$ cat src/lpd_pkg.sv
// Shared types and constants for the lidar packet decoder.
// No dependencies; used by every module of the block.
package lpd_pkg;

  // Framing bytes
  localparam logic [7:0] SYNC_BYTE  = 8'hFA;
  localparam logic [7:0] INDEX_LOW  = 8'hA0;
  localparam logic [7:0] INDEX_HIGH = 8'hF9;

  // Packet layout: body byte positions run 2..21
  localparam int POS_W      = 5;
  localparam logic [POS_W-1:0] POS_SUM_END  = 5'd20;  // words below this feed the checksum
  localparam logic [POS_W-1:0] POS_LAST     = 5'd21;
  localparam logic [POS_W-1:0] POS_SLOT_MIN = 5'd5;   // high byte of slot 0
  localparam logic [POS_W-1:0] POS_SLOT_MAX = 5'd17;  // high byte of slot 3

  // Reading high byte: invalid flag and distance bits
  localparam int FLAG_BAD_BIT = 7;
  localparam int HIGH_BITS    = 6;

  // Checksum
  localparam int ACC_W  = 27;
  localparam int FOLD_W = 15;
  localparam int WORD_W = 16;

  // Result fields
  localparam int SLOTS   = 4;
  localparam int SLOT_W  = 2;
  localparam int GROUP_W = 7;
  localparam int ANGLE_W = 9;
  localparam int RANGE_W = 14;
  localparam logic [ANGLE_W-1:0] ANGLE_MAX = 9'd359;

  // Packet queue between front and back
  localparam int QDEPTH = 2;
  localparam int QPTR_W = (QDEPTH > 1) ? $clog2(QDEPTH) : 1;
  localparam int QCNT_W = $clog2(QDEPTH + 1);

  // One checked packet: group, readings and their valid flags
  typedef struct packed {
    logic [GROUP_W-1:0]             group;
    logic [SLOTS-1:0]               ok;
    logic [SLOTS-1:0][RANGE_W-1:0]  rng;
  } pkt_rec_t;

  // Front to queue request
  typedef struct packed {
    logic     push;
    pkt_rec_t rec;
  } pkt_push_t;

endpackage

$ cat src/lpd_front.sv
// Byte parser: sync hunt, group index check, body capture and checksum.
// Depends on lpd_pkg. Pushes one record per good packet with a valid reading.
module lpd_front (
  input  logic                clk,
  input  logic                rst,
  input  logic                in_valid,
  output logic                in_ready,
  input  logic [7:0]          rx_byte,
  input  logic                q_full,
  output lpd_pkg::pkt_push_t  req
);

  typedef enum logic [1:0] {PH_HUNT, PH_INDEX, PH_BODY} phase_t;

  phase_t                               phase;
  logic [lpd_pkg::POS_W-1:0]            pos;
  logic [lpd_pkg::ACC_W-1:0]            acc;
  logic [7:0]                           prev;
  logic [lpd_pkg::GROUP_W-1:0]          group;
  logic [lpd_pkg::SLOTS-1:0]            ok;
  logic [lpd_pkg::SLOTS-1:0][lpd_pkg::RANGE_W-1:0] rng;

  logic                                 accept;
  logic [lpd_pkg::POS_W-1:0]            p;
  logic [7:0]                           idx_off;
  logic [lpd_pkg::WORD_W-1:0]           word;
  logic [lpd_pkg::ACC_W-1:0]            acc_next;
  logic [lpd_pkg::FOLD_W:0]             fold_sum;
  logic                                 sum_match;
  logic                                 slot_hit;
  logic [lpd_pkg::SLOT_W-1:0]           slot;

  // Stall only when the queue cannot take a finished packet
  assign in_ready = !q_full;
  assign accept   = in_valid && in_ready;

  // Body position and the word closed by an odd byte
  assign p        = pos + lpd_pkg::POS_W'(2);
  assign idx_off  = rx_byte - lpd_pkg::INDEX_LOW;
  assign word     = {rx_byte, prev};
  assign acc_next = {acc[lpd_pkg::ACC_W-2:0], 1'b0}
                  + {{(lpd_pkg::ACC_W-lpd_pkg::WORD_W){1'b0}}, word};

  // Fold to 15 bits and compare with trailing word
  assign fold_sum  = {1'b0, acc[lpd_pkg::FOLD_W-1:0]}
                   + {{(2*lpd_pkg::FOLD_W+1-lpd_pkg::ACC_W){1'b0}},
                      acc[lpd_pkg::ACC_W-1:lpd_pkg::FOLD_W]};
  assign sum_match = ({1'b0, fold_sum[lpd_pkg::FOLD_W-1:0]} == word);

  // Reading high bytes sit at positions 5, 9, 13, 17
  assign slot_hit = (p[1:0] == 2'b01) && (p >= lpd_pkg::POS_SLOT_MIN)
                 && (p <= lpd_pkg::POS_SLOT_MAX);
  assign slot     = p[3:2] - lpd_pkg::SLOT_W'(1);

  // Push request on the closing byte of a good packet
  always_comb begin
    req.push      = accept && (phase == PH_BODY) && (p == lpd_pkg::POS_LAST)
                 && sum_match && (|ok);
    req.rec.group = group;
    req.rec.ok    = ok;
    req.rec.rng   = rng;
  end

  // Parser state and capture registers
  always_ff @(posedge clk) begin
    if (rst) begin
      phase <= PH_HUNT;
      pos   <= '0;
      acc   <= '0;
    end else if (accept) begin
      unique case (phase)
        PH_HUNT: begin
          if (rx_byte == lpd_pkg::SYNC_BYTE) phase <= PH_INDEX;
        end
        PH_INDEX: begin
          if (rx_byte >= lpd_pkg::INDEX_LOW && rx_byte <= lpd_pkg::INDEX_HIGH) begin
            group <= idx_off[lpd_pkg::GROUP_W-1:0];
            acc   <= {{(lpd_pkg::ACC_W-lpd_pkg::WORD_W){1'b0}}, rx_byte, lpd_pkg::SYNC_BYTE};
            pos   <= '0;
            phase <= PH_BODY;
          end else begin
            phase <= PH_HUNT;
          end
        end
        PH_BODY: begin
          if (!p[0]) begin
            prev <= rx_byte;
          end else if (p < lpd_pkg::POS_SUM_END) begin
            acc <= acc_next;
          end
          if (slot_hit) begin
            rng[slot] <= {rx_byte[lpd_pkg::HIGH_BITS-1:0], prev};
            ok[slot]  <= !rx_byte[lpd_pkg::FLAG_BAD_BIT];
          end
          if (p == lpd_pkg::POS_LAST) begin
            phase <= PH_HUNT;
            pos   <= '0;
          end else begin
            pos <= pos + lpd_pkg::POS_W'(1);
          end
        end
        default: begin
          phase <= PH_HUNT;
        end
      endcase
    end
  end

endmodule

$ cat src/lpd_queue.sv
// Short record queue between the parser and the reading emitter.
// Depends on lpd_pkg for the record type and depth.
module lpd_queue (
  input  logic                clk,
  input  logic                rst,
  input  lpd_pkg::pkt_push_t  req,
  input  logic                pop,
  output logic                full,
  output logic                not_empty,
  output lpd_pkg::pkt_rec_t   head
);

  lpd_pkg::pkt_rec_t            mem [lpd_pkg::QDEPTH];
  logic [lpd_pkg::QPTR_W-1:0]   wr_ptr;
  logic [lpd_pkg::QPTR_W-1:0]   rd_ptr;
  logic [lpd_pkg::QCNT_W-1:0]   count;
  logic                         do_push;
  logic                         do_pop;

  assign full      = (count == lpd_pkg::QCNT_W'(lpd_pkg::QDEPTH));
  assign not_empty = (count != '0);
  assign head      = mem[rd_ptr];
  assign do_push   = req.push && !full;
  assign do_pop    = pop && not_empty;

  // Entry storage
  always_ff @(posedge clk) begin
    if (do_push) mem[wr_ptr] <= req.rec;
  end

  // Pointers and fill count
  always_ff @(posedge clk) begin
    if (rst) begin
      wr_ptr <= '0;
      rd_ptr <= '0;
      count  <= '0;
    end else begin
      if (do_push) begin
        wr_ptr <= (wr_ptr == lpd_pkg::QPTR_W'(lpd_pkg::QDEPTH-1)) ? '0
                : wr_ptr + lpd_pkg::QPTR_W'(1);
      end
      if (do_pop) begin
        rd_ptr <= (rd_ptr == lpd_pkg::QPTR_W'(lpd_pkg::QDEPTH-1)) ? '0
                : rd_ptr + lpd_pkg::QPTR_W'(1);
      end
      if (do_push && !do_pop) count <= count + lpd_pkg::QCNT_W'(1);
      else if (do_pop && !do_push) count <= count - lpd_pkg::QCNT_W'(1);
    end
  end

endmodule

$ cat src/lpd_back.sv
// Reading emitter: walks the valid slots of one record, one result per cycle while the output is not stalled.
// Depends on lpd_pkg. Drives the registered output channel.
module lpd_back (
  input  logic                        clk,
  input  logic                        rst,
  input  logic                        q_not_empty,
  input  lpd_pkg::pkt_rec_t           q_head,
  output logic                        pop,
  output logic                        out_valid,
  input  logic                        out_ready,
  output logic [lpd_pkg::ANGLE_W-1:0] angle_index,
  output logic [lpd_pkg::RANGE_W-1:0] range_value,
  output logic                        last_of_packet
);

  logic [lpd_pkg::SLOTS-1:0]   mask;
  lpd_pkg::pkt_rec_t           cur;
  logic [lpd_pkg::SLOT_W-1:0]  sel;
  logic [lpd_pkg::SLOTS-1:0]   mask_after;
  logic                        can_emit;

  // Lowest pending slot
  always_comb begin
    sel = '0;
    priority if (mask[0]) sel = 2'd0;
    else if (mask[1]) sel = 2'd1;
    else if (mask[2]) sel = 2'd2;
    else sel = 2'd3;
  end

  assign mask_after = mask & ~(lpd_pkg::SLOTS'(1) << sel);
  assign can_emit   = (mask != '0) && (!out_valid || out_ready);
  assign pop        = (mask == '0) && q_not_empty;

  // Record load and slot walk
  always_ff @(posedge clk) begin
    if (rst) begin
      mask <= '0;
    end else if (pop) begin
      cur  <= q_head;
      mask <= q_head.ok;
    end else if (can_emit) begin
      mask <= mask_after;
    end
  end

  // Output register
  always_ff @(posedge clk) begin
    if (rst) begin
      out_valid <= 1'b0;
    end else if (can_emit) begin
      out_valid      <= 1'b1;
      angle_index    <= {cur.group, sel};
      range_value    <= cur.rng[sel];
      last_of_packet <= (mask_after == '0);
    end else if (out_ready) begin
      out_valid <= 1'b0;
    end
  end

endmodule

$ cat src/lidar_packet_decoder.sv
// Lidar packet decoder, top level: XV-11 style serial byte stream in,
// one request per valid distance reading out.
// Usage:
//   Input channel in_valid/in_ready carries rx_byte, one stream byte per
//   request. The parser hunts for 0xFA, checks the group index byte
//   (0xA0..0xF9), collects 20 body bytes and checks the folded checksum.
//   Output channel out_valid/out_ready carries angle_index, range_value and
//   last_of_packet; a good packet yields its valid readings in slot order,
//   last_of_packet marking the final one.
// Throughput: one byte per cycle on the input while the record queue is not
//   full. The emitter loads a packet record, then emits its valid readings,
//   and loads the next record only once the last reading has been emitted.
// Path: a packet's first reading passes the queue entry, the record load and
//   the output register after its closing byte is taken.
// Stall: a two-entry record queue separates the parser from the emitter.
//   A stalled receiver holds the output register; in_ready drops only when
//   the queue is full. Reset (rst, synchronous) returns the parser to the
//   hunt, empties the queue and clears out_valid. No clearing pass is needed.
module lidar_packet_decoder (
  input  logic                        clk,
  input  logic                        rst,
  input  logic                        in_valid,
  output logic                        in_ready,
  input  logic [7:0]                  rx_byte,
  output logic                        out_valid,
  input  logic                        out_ready,
  output logic [lpd_pkg::ANGLE_W-1:0] angle_index,
  output logic [lpd_pkg::RANGE_W-1:0] range_value,
  output logic                        last_of_packet
);

  lpd_pkg::pkt_push_t req;
  lpd_pkg::pkt_rec_t  q_head;
  logic               q_full;
  logic               q_not_empty;
  logic               pop;

  // Parser front end
  lpd_front u_front (
    .clk      (clk),
    .rst      (rst),
    .in_valid (in_valid),
    .in_ready (in_ready),
    .rx_byte  (rx_byte),
    .q_full   (q_full),
    .req      (req)
  );

  // Record queue
  lpd_queue u_queue (
    .clk       (clk),
    .rst       (rst),
    .req       (req),
    .pop       (pop),
    .full      (q_full),
    .not_empty (q_not_empty),
    .head      (q_head)
  );

  // Reading emitter
  lpd_back u_back (
    .clk            (clk),
    .rst            (rst),
    .q_not_empty    (q_not_empty),
    .q_head         (q_head),
    .pop            (pop),
    .out_valid      (out_valid),
    .out_ready      (out_ready),
    .angle_index    (angle_index),
    .range_value    (range_value),
    .last_of_packet (last_of_packet)
  );

`ifndef SYNTH
  // A packet is never pushed into a full queue
  assert property (@(posedge clk) disable iff (rst) req.push |-> !q_full)
    else $error("record pushed into full queue");

  // The emitter only pops a queue that holds a record
  assert property (@(posedge clk) disable iff (rst) pop |-> q_not_empty)
    else $error("pop from empty queue");

  // Angles stay within one revolution
  assert property (@(posedge clk) disable iff (rst)
    out_valid |-> (angle_index <= lpd_pkg::ANGLE_MAX))
    else $error("angle index out of range");
`endif

endmodule
$ cat config.mk
export PLATFORM = sky130hd
export DESIGN_NAME = lidar_packet_decoder
export DESIGN_NICKNAME = d
export VERILOG_FILES = /design/src/lpd_pkg.sv /design/src/lpd_front.sv /design/src/lpd_queue.sv /design/src/lpd_back.sv /design/src/lidar_packet_decoder.sv
export SDC_FILE = /design/constraint.sdc
export NUM_CORES = 1
export LEC_CHECK = 0
export CORE_UTILIZATION = 50
export CTS_CLUSTER_SIZE = 28
export DETAILED_ROUTE_END_ITERATION = 8
export DONT_BUFFER_PORTS = 1
export GPL_ROUTABILITY_DRIVEN = 1
export GPL_TIMING_DRIVEN = 0
export PLACE_DENSITY = 0.71
export SYNTH_ARGS = -nofsm -noshare
export SYNTH_HDL_FRONTEND = slang
export SYNTH_SLANG_ARGS = --single-unit
$ cat constraint.sdc
create_clock -name clk -period 4.3 [get_ports clk]
set_input_delay 0.215 -clock clk [delete_from_list [all_inputs] [get_ports clk]]
set_output_delay 0.215 -clock clk [all_outputs]
set_load 0.005 [all_outputs]
# --- Word-level counts from Yosys, hierarchy flattened ---
# Memories as Yosys holds them, arrays and structs flattened. A register that Yosys moved wholly into a read port is not among the register bits.
# Index checks and enable logic that the tools add are counted.
totals:
  register_bits: 205
  ram_bits: 134
  elab_cells: 132
  memories: 1
  in_bits: 12
  output_inout_bits: 26
op_classes:
  n_reduce_logical: 39
  mux: 34
  bitwise_logic: 4
  add_sub_neg: 10
  eq_ne: 12
  n_shift: 1
  order_cmp: 8
memory_table:
  columns: ["memory", "depth", "width", "rd", "rd_clocked_by_memory_dff", "wr", "line_no", "source"]
  rows:
  - ["u_queue.mem", 2, 67, 1, 1, 1, "lpd_queue.sv:13", "lpd_pkg::pkt_rec_t mem [lpd_pkg::QDEPTH];"]
ops:
  columns: ["operator", "count"]
  rows:
  - ["two-way mux 27 bit", 3]
  - ["bitwise mux 56 bit", 1]
  - ["one-hot mux 27 bit (2 select lines)", 1]
  - ["binary-select mux 14 bit (select 2 bit)", 1]
  - ["demux 14 bit (select 2 bit)", 1]
  - ["two-way mux 14 bit", 2]
  - ["adder 27 x 16 -> 27 bit", 1]
  - ["equality test 15 x 16 -> 1 bit", 1]
  - ["adder 15 x 12 -> 15 bit", 1]
  - ["logical AND 1 bit", 15]
  - ["two-way mux 2 bit", 7]
  - ["AND reduction 4 bit", 3]
  - ["two-way mux 1 bit", 10]
  - ["two-way mux 5 bit", 2]
  - ["one-hot mux 5 bit (2 select lines)", 1]
  - ["nonzero test 2 bit", 5]
  - ["equality test 8 bit, second input constant", 1]
  - [">= comparator 8 bit, second input constant", 1]
  - ["<= comparator 8 bit, second input constant", 1]
  - ["logical NOT 4 bit", 2]
  - ["two-way mux 4 bit", 2]
  - ["subtractor 7 x 6 -> 7 bit, second input constant", 1]
  - ["< comparator 2 x 3 -> 1 bit, second input constant", 2]
  - ["!= test 2 x 1 -> 1 bit, second input constant", 3]
  - ["other kinds (28)", 40]

# --- Logic depth before layout (Yosys ltp) ---
# Gate-level depths: netlist of run 1.
depth:
  depth_word: 12
  depth_mapped: 13
  depth_no_buf: 13

# --- Cells and area by module ---
# A second synthesis of run 1 with hierarchy kept.
unflattened:
  cells_unflattened: 906
  hier_area_um2: 13894.6
modules_own_cells:
  columns: ["module", "cells_each", "n_inst", "seq_area_each_um2", "area_per_inst_um2"]
  rows:
  - ["lpd_front", 495, 1, 2932.8, 5525.3]
  - ["lpd_queue", 233, 1, 4124.0, 5054.8]
  - ["lpd_back", 178, 1, 2712.6, 3314.4]

# --- Worst setup path before layout of run 1 ---
# Ideal clock, no wire load.
synth_timing:
  path_kind: "register -> register"
  from: "reg u_back.mask[0] in the netlist's numbering"
  to: "reg u_back.cur[0] in the netlist's numbering, enable pin"
  setup_time_ns: 0.485
  path_buffers: 1
  slack_ns: 0.066
  period_less_slack_ns: 4.234
  arrival_ns: 3.750
  required_time_ns: 3.815
  stages_incl_launch_ff: 5
  path_cell_list: "dfxtp_1 clkbuf_1 nor4_1 o21ai_1 nor2_1"
synth_via:
  elab_chain_cells: 3
synth_lines:
  columns: ["item", "line_no", "source"]
  rows:
  - ["start, declared", "lpd_back.sv:16", "logic [lpd_pkg::SLOTS-1:0] mask;"]
  - ["start signal, assigned", "lpd_back.sv:41", "mask <= q_head.ok;"]
  - ["start signal, assigned", "lpd_back.sv:43", "mask <= mask_after;"]
  - ["logical NOT 4 bit", "lpd_back.sv:33", "assign pop = (mask == '0) && q_not_empty;"]
  - ["logical AND 1 bit", "lpd_back.sv:33", null]
  - ["AND reduction 2 bit (no source line)", null, null]
  - ["end signal, assigned", "lpd_back.sv:40", "cur <= q_head;"]
  - ["end, declared", "lpd_back.sv:17", "lpd_pkg::pkt_rec_t cur;"]
# No other way between the ends.
# A chain may end at the register's enable or synchronous reset.

# --- Worst setup path after layout of run 1 ---
layout_timing:
  from: "reg u_front.acc[15] in the netlist's numbering"
  to: "mem u_queue.mem[0][54] in the netlist's numbering, enable pin"
layout_via:
  elab_chain_cells: 7
layout_lines:
  columns: ["item", "line_no", "source"]
  rows:
  - ["start, declared", "lpd_front.sv:17", "logic [lpd_pkg::ACC_W-1:0] acc;"]
  - ["start signal, assigned", "lpd_front.sv:78", "acc <= {{(lpd_pkg::ACC_W-lpd_pkg::WORD_W){1'b0}}, rx_byte, lpd_pkg::SYNC_BYTE};"]
  - ["start signal, assigned", "lpd_front.sv:89", "acc <= acc_next;"]
  - ["adder 15 x 12 -> 15 bit", "lpd_front.sv:46", "+ {{(2*lpd_pkg::FOLD_W+1-lpd_pkg::ACC_W){1'b0}},"]
  - ["equality test 15 x 16 -> 1 bit", "lpd_front.sv:48", "assign sum_match = ({1'b0, fold_sum[lpd_pkg::FOLD_W-1:0]} == word);"]
  - ["logical AND 1 bit (2 in series)", "lpd_front.sv:58", "&& sum_match && (|ok);"]
  - ["logical AND 1 bit", "lpd_queue.sv:23", "assign do_push = req.push && !full;"]
  - ["two-way mux 1 bit", "lpd_queue.sv:28", "if (do_push) mem[wr_ptr] <= req.rec;"]
  - ["two-way mux 1 bit (implied by the code)", "lpd_queue.sv:28", null]
  - ["end, declared", "lpd_queue.sv:13", null]
# No other way between the ends.

==> results of run 1 <==
==> registers in the layout, summed over array words and instances (netlist names), 4 cells and up, named ones only <==
name,count
u_front.acc,27
u_front.prev,8
u_front.pos,5
u_back.range_value,14
u_front.ok,4
u_queue.mem,134
u_back.cur,63
u_back.angle_index,9
u_front.req,56
u_front.group,7
u_back.mask,4
==> metal layers <==
metal  wire (microns)  global-route usage
met1            11950              0.2590
met3             1472             0.02985
met4              694             0.06620
met5                0                   0
met2            14540              0.3632
==> power by group <==
group | switching (uW) | internal (uW) | total (uW)
Clock | 1220 | 1710 | 2920
Sequential | 85.6 | 3860 | 3950
Combinational | 612 | 399 | 1010
==> layout make-up <==
class                   instances  area (sq um)  area share
inverters                      23         88.84    0.005594
clock inverters                12         111.4    0.007012
clock buffers                  50          1005     0.06327
multi-input cells             557          4014      0.2528
flip-flops and latches        340          9769      0.6152
repair buffers                 19         246.5     0.01552
well taps                     372         465.4     0.02931
plain buffers                  38         180.2     0.01135
==> stage by stage <==
stage | hold slack [ns] | std cells | power (uW)
detailed placement | 0.3147 | 1339 | 5020
CTS | 0.04064 | 1411 | 7954
global placement | 0.3150 | 1330 | 4973
finish | 0.06206 | 1411 | 7884
floorplan | 0.3139 | 958 | 4706
global route | 0.08712 | 1411 | 8184
==> path summary, 6_finish.rpt <==
kind | start | endpoint
worst max-delay path | u_front.acc[15] | u_queue.mem[0][54]
worst min-delay path | in_valid | u_front.phase[0]
worst max register to register | u_front.acc[15] | u_queue.mem[0][54]
worst min register to register | u_back.cur[65] | u_back.angle_index[7]
==> layout by cell type, fill, tap and decap left out, drive strengths merged, types with 6 or more instances in the layout <==
master         n
edfxtp       296
clkbuf        66
mux2          63
nor2          62
nand2         59
o21ai         53
a21oi         52
dfxtp         44
xnor2         34
ha            32
buf           31
inv           26
mux2i         19
xor2          17
nand3         17
nor3          17
a31oi         15
nand4         10
dlygate4sd3   10
o21a           9
a21o           8
and3           8
clkinv         7
a311oi         6
a211oi         6
==> kinds of logic after synthesis <==
kind of cell             synth area share
flip-flops                         0.6975
AND/OR/NAND/NOR                   0.07450
AO/OA/AOI/OAI                     0.08075
multiplexers                      0.06422
buffers and inverters             0.01903
XOR/XNOR                          0.03189
adder cells (fa/ha/maj)           0.03216
==> what timing repair did <==
item / CTS / global route
setup buffers: 0 / 0
hold buffers: 10 / 0
gates resized for setup: 0 / 0
hold endpoints to repair: 54 / 0
==> results.yml, run 1 <==
status:
  status: "complete, no violations"
power_and_ir_drop:
  powerDensity_nw_per_um2: 496.4
  power_leakage_uw: 0.005246
  max-vdd-ir-drop_uv: 303.3
logic_synthesis:
  ys_seq_area_frac: 0.6975
  synth-async-reset-ratio: 0
  synth.net_count: 1004
  yosysMostFrequentCell: "edfxtp_1"
  synth_cell_type_count: 69
  synth_top_area_cell: "edfxtp_1"
  synth_top_area_frac: 0.6346
  avgSynthCellArea_sq_um: 14.62
  netlist_top_cells_area: "edfxtp_1, dfxtp_1, mux2_2"
  ys_top_cells_by_count: "edfxtp_1, mux2_2, nor2_1, nand2_1, a21oi_1"
  synth_flop_cell: "edfxtp_1"
  synth-seq-cells: 340
  syn_area_sq_um: 14010
  yosysWarnings: 0
  synth_cells: 958
  synth_edf_count: 296
worst_setup_path:
  path_buf_inv: 1
  cp.depth: 10
  cpLargestDelayFamily: "compound AO/OA/AOI/OAI gates"
  crit_path_start_kind: "register"
  crit_path_top_delay_cell: "inv_4"
  path_cells: "ha_1 > fa_1 > xnor2_1 > xnor2_1 > a2111oi_0 > o2111ai_1 > nor4_2 > o2111a_2 > nand3_2 > inv_4"
  path_class: "reg2reg"
  critPathMaxFanout: 67
  end_kind: "register"
  crit_required_ns: 4.43
  reg2reg_slack_ns: 0.39
  r2r_cells: 10
  cpPeakStageDelay_ns: 0.66
  worst_path_most_repeated_cell: "xnor2_1"
  critPathArrivalTime_ns: 4.04
layout:
  final_nets: 1061
  diodes: 0
  final_cell_area_sq_um: 15880
  utilization: 0.5827
  drive_above_1_share: 0.1569
  nFillCells: 2083
  syn_to_final_growth_pct: 13.37
hold_path:
  hold_class: "in2reg"
  min_path_cells: 2
drt:
  vias: 7902
  drt_first_pass_iters: 5
  drc: 0
  ant_nets: 0
  drt-vias-per-instance: 5.600
  wire_per_inst_microns: 20.30
  drtIter0Drc: 587
  drt-total-wl_mm: 28.65
global_route:
  overflow: 0
  grt_pass1_wl_mm: 43.91
  grt_pass1_vias: 7788
  antenna_found_initial: 0
  grt_max_degree: 68
  track_usage: 0.2051
floorplanning:
  rows: 60
  core_sq_um: 27250
  start_util: 0.5140
  ios: 38
  die_area_sq_um: 28690
  die-height_microns: 169.4
  die_w_microns: 169.4
placement:
  routabilityCongestion: 0.8974
  dpl.hpwl_mm: 18.38
  io_buffers: 0
  placed_area_sq_um: 14660
  post-place-ws_ns: 0.4070
sta:
  finalClockSkew_ns: 0.02324
  worst_pin_slew_ns: 1.210
  layout_min_cycle_time_ns: 3.905
  fmax_mhz: 256.1
  hold_viol: 0
  final.period_utilization: 0.9082
  finalSetupViolCount: 0
  drv_slew: 0
  tns_ns: 0
  fin_ws_ns: 0.3948
  slew_headroom: 0.1869
  rsz0062_at_grt: "false"
clock_network:
  cts_tree: "built"
  clock_path_buffers: 3
  numCtsBuffers: 36
  clk_pin_slew_ns: 0.06
  cts.sinks: 340
  cts_max_level: 2
  root_buffer: "clkbuf_16"
  worstSkewPairLatency_ns: 0.52
flow_run:
  drv_cap: 0
Power figures use the tool's default switching activity.
==> run 2: changes to the inputs <==
- SYNTH_HIERARCHICAL: not set -> 1
==> run 2 against run 1 <==
Area after synthesis decreased by 0.80%. Critical endpoint is now u_queue/mem[0][42]. Largest power group unchanged. Clock skew decreased by 0.0016 ns. Fmax decreased by 4.9%.
==> results.yml, run 2 <==
status:
  status: "complete, no violations"
worst_setup_path:
  reg2reg_slack_ns: 0.20
  path_class: "reg2reg"
  crit_path_start_kind: "register"
  critPathMaxFanout: 37
  path_cells: "ha_1 > fa_1 > xor2_1 > nor4_1 > nand4_1 > a2111oi_2 > o2111ai_1 > a2111oi_2 > inv_1 > or3_4 > clkinvlp_4 > buf_12"
  crit_required_ns: 4.48
  cpLargestDelayFamily: "compound AO/OA/AOI/OAI gates"
  crit_path_top_delay_cell: "dfxtp_1"
  path_buf_inv: 3
  r2r-end: "u_queue/mem[0][42]"
  critPathArrivalTime_ns: 4.29
  end_kind: "register"
  worst_path_most_repeated_cell: "a2111oi_2"
  r2r_cells: 12
  reg2reg_from: "u_front/acc[15]"
  cpPeakStageDelay_ns: 0.48
power_and_ir_drop:
  powerDensity_nw_per_um2: 420.7
  power_leakage_uw: 0.005310
  max-vdd-ir-drop_uv: 204.0
floorplanning:
  ios: 38
  die_w_microns: 168.7
  core_sq_um: 27100
  rows: 60
  start_util: 0.5127
  die_area_sq_um: 28460
  die-height_microns: 168.7
clock_network:
  cts_max_level: 2
  worstSkewPairLatency_ns: 0.51
  clk_pin_slew_ns: 0.06
  clock_path_buffers: 3
  cts.sinks: 340
  cts_tree: "built"
  numCtsBuffers: 36
  root_buffer: "clkbuf_16"
layout:
  drive_above_1_share: 0.1853
  largest_reg_flops: 134
  seq_area_sq_um: 9769
  final_cell_area_sq_um: 15850
  nFillCells: 2049
  multiInputGateArea_sq_um: 3939
  regMostFlops: "u_queue/mem"
  diodes: 0
  syn_to_final_growth_pct: 14.04
  final_nets: 1014
  layout.cells.most_common: "edfxtp_1"
  mostFrequentLayoutCells: "edfxtp_1, mux2_2, nand2_1"
logic_synthesis:
  netlist_top_cells_area: "edfxtp_1, mux2_2, dfxtp_1"
  synth_cells: 906
  synth_top_area_frac: 0.6397
  synth_edf_count: 296
  synth_flop_cell: "edfxtp_1"
  yosysWarnings: 6
  synth_top_area_cell: "edfxtp_1"
  syn_area_sq_um: 13890
  synth.net_count: 953
  synth-seq-cells: 340
  ys_top_cells_by_count: "edfxtp_1, mux2_2, nand2_1, nor2_1"
  ys_seq_area_frac: 0.7031
  avgSynthCellArea_sq_um: 15.34
  synth_cell_type_count: 63
  yosysMostFrequentCell: "edfxtp_1"
  synth-async-reset-ratio: 0
placement:
  placed_area_sq_um: 14540
  routabilityCongestion: 0.8258
  dpl.hpwl_mm: 17.97
  io_buffers: 0
sta:
  layout_min_cycle_time_ns: 4.105
  finalClockSkew_ns: 0.02166
  fmax_mhz: 243.6
  worst_pin_slew_ns: 1.330
  tns_ns: 0
  rsz0062_at_grt: "false"
  slew_headroom: 0.1063
  drv_slew: 0
  final.period_utilization: 0.9546
  finalSetupViolCount: 0
  hold_viol: 0
global_route:
  grt_pass1_vias: 7668
  track_usage: 0.2090
  antenna_found_initial: 0
  grt_pass1_wl_mm: 44.46
  grt_max_degree: 67
  overflow: 0
drt:
  drtIter0Drc: 627
  ant_nets: 0
  drt-vias-per-instance: 5.654
  drt_first_pass_iters: 5
  drc: 0
  wire_per_inst_microns: 21.10
  drt-total-wl_mm: 28.80
  vias: 7718
flow_run:
  drv_cap: 0
hold_path:
  hold_path_end: "u_front/phase[1]"
  min_path_cells: 4
  hold_start: "rx_byte[4]"
  hold_class: "in2reg"
-- run 2: logic make-up (layout without fill, tap and decap cells) --
group,Yosys count,after routing,share of synthesized area
buffers and inverters,43,130,0.01540
xor gates and xnor gates,51,51,0.03215
and+or+nand+nor,180,180,0.06376
DFF,340,340,0.7031
muxes,98,98,0.07789
AOI/OAI and AO/OA,158,158,0.07438
adders and majority gates,36,36,0.03332
-- run 2: worst max path at each step --
| stage | from | endpoint | cells past startpoint |
|---|---|---|---|
| final | u_front/acc[15] | u_queue/mem[0][42] | 12 |
| after global routing | u_front/acc[15] | u_queue/mem[0][42] | 13 |
| after CTS | u_front/acc[15] | u_queue/mem[0][66] | 12 |
| after detailed placement | u_front/acc[15] | u_queue/mem[0][18] | 13 |
| after global placement | u_front/acc[15] | u_queue/mem[1][1] | 12 |
| after floorplan | u_front/acc[15] | u_queue/mem[0][0] | 12 |
-- run 2: where the power goes --
| part | leakage [uW] | internal, uW | switching, uW |
|---|---|---|---|
| Combinational | 0.00174 | 29.9 | 57.4 |
| Clock | 0.000561 | 1820 | 1210 |
| Sequential | 0.00301 | 3540 | 3.67 |
| Total | 0.00531 | 5400 | 1270 |
-- run 2: final cells by class --
class | count | area share
clock buffer | 47 | 0.06072
timing repair buffer | 22 | 0.01785
buffer | 30 | 0.01042
sequential | 340 | 0.6166
clock inverter | 17 | 0.01271
multi-input combinational | 523 | 0.2486
tap | 372 | 0.02937
timing repair inverter | 1 | 0.0004738
inverter | 13 | 0.003316
-- run 2: through the flow --
stage                     std cells  worst slack (ns)    util  power (uW)  hold slack [ns]
after detailed placement       1286           -0.1956  0.5366        3681           0.2911
after floorplan                 906            0.3159       -        3667           0.2841
after CTS                      1362           0.03146  0.5836        6726          0.02901
final                          1365            0.1954  0.5847        6667          0.06513
after global routing           1365           0.02536  0.5847        6871          0.06737
after global placement         1278           -0.4515  0.5301        3680           0.2874
-- run 2: worst reg2reg max path, cell delays in order, from the launching register on --
cell	delay, ns
dfxtp_1	0.48
ha_1	0.25
fa_1	0.43
xor2_1	0.19
nor4_1	0.32
nand4_1	0.19
a2111oi_2	0.39
o2111ai_1	0.21
a2111oi_2	0.36
inv_1	0.11
or3_4	0.43
clkinvlp_4	0.14
buf_12	0.23
-- run 2: what timing repair did --
item,4_1_cts,5_1_grt
endpoints found under the hold margin,66,0
pin swaps,0,0
endpoints found under the setup margin,37,115
gates resized for setup,0,2
setup buffers,2,3
gates cloned,1,0
hold buffers,9,0
-- run 2: layer usage --
layer	vias to the layer above	part of all wire	GRT usage
met5	-	0	0
met4	0	0.031	0.07866
met3	58	0.055	0.03367
met2	234	0.48	0.3458
li1	3597	-	-
met1	3829	0.43	0.2786
